### src/rtl/tma_pkg.sv
package tma_pkg;

	// default sizes of the tile store
	localparam int MAX_TILES_DEF = 4096;
	localparam int TILE_BITS_DEF = 8;

	// configuration register indexes
	localparam logic [1:0] CFG_WIDTH  = 2'd0;
	localparam logic [1:0] CFG_HEIGHT = 2'd1;
	localparam logic [1:0] CFG_MODE   = 2'd2;

	// item operations
	localparam logic [1:0] OP_READ      = 2'd0;
	localparam logic [1:0] OP_WRITE     = 2'd1;
	localparam logic [1:0] OP_WRITE_NBR = 2'd2;
	localparam logic [1:0] OP_MAP       = 2'd3;

	// autotile modes
	localparam logic [1:0] MODE_OFF = 2'd0;
	localparam logic [1:0] MODE_ALT = 2'd2;

	// neighbor read slots, in read order
	localparam logic [3:0] NB_CTR = 4'd0;
	localparam logic [3:0] NB_UP  = 4'd1;
	localparam logic [3:0] NB_RT  = 4'd2;
	localparam logic [3:0] NB_DN  = 4'd3;
	localparam logic [3:0] NB_LF  = 4'd4;
	localparam logic [3:0] NB_DL  = 4'd5;
	localparam logic [3:0] NB_UL  = 4'd6;
	localparam logic [3:0] NB_UR  = 4'd7;
	localparam logic [3:0] NB_DR  = 4'd8;

	// which orthogonal neighbors lie inside the map
	typedef struct packed {
		logic up;
		logic rt;
		logic dn;
		logic lf;
	} nb_t;

	typedef enum logic [3:0] {
		ST_CLEAR,
		ST_IDLE,
		ST_CHECK,
		ST_WRITE,
		ST_CELL,
		ST_RD,
		ST_RDL,
		ST_WB,
		ST_RES,
		ST_DONE
	} state_t;

endpackage

### src/rtl/tma_cell.sv
module tma_cell #(
	parameter int TILE_BITS = tma_pkg::TILE_BITS_DEF
) (
	input  logic               alt,
	input  tma_pkg::nb_t       nb,
	input  logic [8:0]         nz,
	output logic               wr,
	output logic [TILE_BITS-1:0] code
);

	logic [3:0] m;
	logic [3:0] v;

	// four-neighbor mask, border counts as filled
	always_comb begin
		m[0] = !nb.up || nz[tma_pkg::NB_UP];
		m[1] = !nb.rt || nz[tma_pkg::NB_RT];
		m[2] = !nb.dn || nz[tma_pkg::NB_DN];
		m[3] = !nb.lf || nz[tma_pkg::NB_LF];
	end

	// interior corners: later diagonal wins
	always_comb begin
		v = m;
		if (alt && m == 4'hF) begin
			if (nb.lf && nb.dn && !nz[tma_pkg::NB_DL]) v = 4'd1;
			if (nb.lf && nb.up && !nz[tma_pkg::NB_UL]) v = 4'd2;
			if (nb.rt && nb.up && !nz[tma_pkg::NB_UR]) v = 4'd4;
			if (nb.rt && nb.dn && !nz[tma_pkg::NB_DR]) v = 4'd8;
		end
	end

	assign wr   = nz[tma_pkg::NB_CTR];
	assign code = TILE_BITS'({1'b0, v} + 5'd1);

endmodule

### config.mk
export PLATFORM = sky130hd
export DESIGN_NAME = tma_cell
export DESIGN_NICKNAME = d
export VERILOG_FILES = /design/src/rtl/tma_pkg.sv /design/src/rtl/tma_cell.sv
export SDC_FILE = /design/constraint.sdc
export NUM_CORES = 1
export LEC_CHECK = 0
export ABC_CLOCK_PERIOD_IN_PS = 1400
export BUFFER_PORTS_ARGS = -buffer_cell sky130_fd_sc_hd__buf_2
export CAP_MARGIN = 10
export CORE_AREA = 8 8 45 47
export DETAILED_ROUTE_END_ITERATION = 10
export DIE_AREA = 0 0 53 55
export SYNTH_ARGS = -nofsm -noshare
export SYNTH_HDL_FRONTEND = slang
export SYNTH_SLANG_ARGS = --single-unit
### constraint.sdc
create_clock -name vclk -period 1.4
set_input_delay 0.07 -clock vclk [all_inputs]
set_output_delay 0.07 -clock vclk [all_outputs]
set_load 0.02 [all_outputs]
## Word-level counts from Yosys, hierarchy flattened

Cells that the tools add are included.

- Register bits: 0
- Bits in latches: 0
- RAM bits: 0
- ROM bits: 0
- Output and inout port bits: 9
- Word-level logic and storage cells: 28
- Memories kept: 0

- Add/subtract/negate cells: 1
- $mul: 0
- Divide/modulo/power cells: 0
- Order comparisons: 0
- Equality and inequality tests: 1
- Shift-type cells: 0
- Muxes and demuxes: 5
- Bitwise logic cells: 0
- Reductions and logical operators: 21

Operators by type and width:

| cell | count |
|---|---|
| $mux 4 | 5 |
| $logic_and 1x1->1 | 9 |
| $logic_not 1->1 | 8 |
| $add 4x1->5 const B | 1 |
| $eq 4x4->1 const B | 1 |
| $logic_or 1x1->1 | 4 |

## Logic depth before layout (Yosys ltp)

- Depth after elaboration: 8
- Mapped depth: 7
- Mapped depth without buffers: 6

## Least setup slack after synthesis

OpenSTA, ideal clock, no wires.

- Path kind: input port to output port
- From: in nb[3] (netlist bit)
- To: out code[2]
- Data arrival time: 1.244 ns
- Data required time: 1.330 ns
- Setup slack: 0.086 ns
- Stages on the path: 7
- Buffers on the path: 1
- Cells stage by stage: nor2b_4 -> nor2_2 -> and4_1 -> buf_6 -> a21oi_1 -> ha_1 -> xor2_1

- Longest elaborated chain between the ends: 8
- Elaborated cells between the ends (all ways): 14

Ends and longest elaborated chain:

| item | RTL line | text |
|---|---|---|
| from (decl) | tma_cell.sv:5 | `input tma_pkg::nb_t nb,` |
| $logic_not 1->1 | tma_cell.sv:16 | `m[0] = !nb.up \|\| nz[tma_pkg::NB_UP];` |
| $logic_or 1x1->1 | tma_cell.sv:16 |  |
| $mux 4 | tma_cell.sv:26 | `if (nb.lf && nb.dn && !nz[tma_pkg::NB_DL]) v = 4'd1;` |
| $mux 4 | tma_cell.sv:27 | `if (nb.lf && nb.up && !nz[tma_pkg::NB_UL]) v = 4'd2;` |
| $mux 4 | tma_cell.sv:28 | `if (nb.rt && nb.up && !nz[tma_pkg::NB_UR]) v = 4'd4;` |
| $mux 4 | tma_cell.sv:29 | `if (nb.rt && nb.dn && !nz[tma_pkg::NB_DR]) v = 4'd8;` |
| $mux 4 (*) | tma_cell.sv:25 | `if (alt && m == 4'hF) begin` |
| $add 4x1->5 (*) | tma_cell.sv:34 | `assign code = TILE_BITS'({1'b0, v} + 5'd1);` |
| to (decl) | tma_cell.sv:8 | `output logic [TILE_BITS-1:0] code` |

Mark *: on every way between the ends. The rest lies on a longest branch, timed or not.

## Worst setup path after layout

- From: in nz[3]
- To: out code[3]

- Longest elaborated chain between the ends: 7
- Elaborated cells between the ends (all ways): 9

Ends and longest elaborated chain:

| item | RTL line | text |
|---|---|---|
| from (decl) | tma_cell.sv:6 | `input logic [8:0] nz,` |
| $logic_or 1x1->1 (*) | tma_cell.sv:18 | `m[2] = !nb.dn \|\| nz[tma_pkg::NB_DN];` |
| $mux 4 | tma_cell.sv:26 |  |
| $mux 4 | tma_cell.sv:27 |  |
| $mux 4 | tma_cell.sv:28 |  |
| $mux 4 | tma_cell.sv:29 |  |
| $mux 4 (*) | tma_cell.sv:25 |  |
| $add 4x1->5 (*) | tma_cell.sv:34 |  |

Marks and branches as above.

==> flow_summary.yaml <==
layout:
  nFlopsAndLatches: 0
  layout-drive-gt1-share: 0.667
  finalNonFillerCells: 79
  antenna_cells: 0
  final_util: 0.361
  fin_nets: 80
  syn_to_final_growth_pct: 83.0
  design_area_um2: 499
  seqCellArea_um2: 0
  multiInputGateArea_um2: 275
  clkbuf_count: 0
  fillers: 152
drt:
  m1WireLength_um: 300
  dr_wl_met3_um: 38
  vias: 333
  vias_per_cell: 4.22
  highest_layer: "met3"
  drt_wl_total_um: 822
  wl_per_cell_um: 10.4
  drt-initial-drc-count: 0
  ant_nets: 0
  drtPass1Iterations: 1
  wl_met2_um: 483
  drc: 0
timing:
  setup_tns_ns: 0
  fin_crit_sh: 0.947
  setup_viol: 0
  holdWs_ns: 0.140
  rsz0062_at_grt: "yes"
  finalHoldViolCount: 0
  max_freq_mhz: 754
  slew_violations: 0
  layout_min_cycle_time_ns: 1.33
  layout_setup_ws_ns: 0.0739
synth:
  yosys_warnings: 0
  ys_seq_area_frac: 0
  synth_common_cells: "buf_4, nand2_1, nor2b_1"
  yosys.area.top_type_share: 0.110
  synth_area_per_cell_um2: 7.18
  synth_cell_types: 22
  synthTopCellsByArea: "buf_4, nor2b_4, nor2b_1"
  yosysTopAreaCell: "buf_4"
  synth_area_um2: 273
  synth_cells: 38
worst_setup_path:
  cpPeakStageDelay_ns: 0.22
  critPathMaxFanout: 4
  crit_slowest_cell: "and4_4"
  endpoint_kind: "primary output"
  startpoint_type: "input port"
  critical_path_class: "in2out"
  crit_chain: "buf_2 > nand2b_1 > and4_4 > buf_6 > a21boi_4 > nand3_2 > xnor2_2 > buf_4"
  worst_ep_arrival_time_ns: 1.26
  cp.required_ns: 1.33
placed_design:
  place_area_um2: 379
  dp_cells: 73
  dp_slack_ns: -0.0198
  port_buffers: 18
  post-dp-hpwl_um: 716
  gp_congestion: 0.797
global_route:
  antenna_found_initial: 0
  track_usage: 0.0523
  gr-total-overflow: 0
  grt_start_max_net_pins: 5
  grt_pass1_wl_um: 1250
  grt_pass1_vias: 330
die:
  die_width_um: 53
  coreArea_um2: 1380
  die_area_um2: 2920
  start_util: 0.197
  fp-row-count: 14
  fp.dieH_um: 55
  io_pins: 23
pwr:
  power_mw: 0.204
  ir_drop_uv: 157
  power_density_nw_per_um2: 408
  p_leak_nw: 0.273
clocking:
  holdBufCountCts: 0
min_path:
  hp-class: "in2out"
run_status:
  status: "finished clean"
job:
  max_cap_viol_count: 0
[where the power goes]
| part | total, mW | switching [mW] | internal (mW) |
|---|---|---|---|
| Clock | 0 | 0 | 0 |
| Sequential | 0 | 0 | 0 |
| Combinational | 0.204 | 0.0981 | 0.105 |
| Total | 0.204 | 0.0981 | 0.105 |
[what timing repair did]
action | CTS | global route
setup endpoints to repair | 3 | 3
pin swaps | 0 | 12
setup buffers | 0 | 6
gates resized for setup | 2 | 19
[critical path: cells and delay by family]
kind            cells  cell delay (ns)
compound gates      1             0.18
xor+xnor            1             0.15
buf+inv             3             0.37
simple gates        3             0.48
[area by class of cell]
| type | count | share of cell area |
|---|---|---|
| Multi-Input combinational cell | 33 | 0.551 |
| Timing Repair Buffer | 28 | 0.393 |
| Inverter | 2 | 0.0150 |
| Tap cell | 16 | 0.0401 |
[cell usage in the layout, fill, tap and decap left out]
cell type,n
a21boi_4,1
a21oi_2,2
a22o_4,1
and3_1,1
and4_4,1
buf_2,13
buf_4,10
buf_6,5
conb_1,3
ha_2,1
inv_1,2
nand2_1,4
nand2_2,1
nand2b_1,1
nand2b_4,1
nand3_2,1
nand3b_1,2
nor2_2,1
nor2b_1,3
nor2b_2,1
nor2b_4,2
o211ai_1,2
o21ai_1,2
xnor2_2,1
xor2_1,1
[path summary, 6_finish.rpt]
check | startpoint | endpoint | slack, ns | cells past startpoint
worst min-delay path | nz[0] | wr | 0.14 | 0
worst max-delay path | nz[3] | code[3] | 0.07 | 8
[per-layer routing]
metal,up-vias,global-route usage
li1,172,-
met1,152,0.0498
met2,9,0.119
met3,0,0.00535
met4,0,0
met5,-,0
[cell families after synthesis]
logic type | Yosys count | synth area share
buffers and inverters | 7 | 0.179
adders and majority gates | 1 | 0.0459
xor gates and xnor gates | 2 | 0.0642
AOI/OAI and AO/OA | 8 | 0.229
other | 1 | 0.0137
and+or+nand+nor | 19 | 0.468
Note: power is estimated with default switching activity, not from simulation.
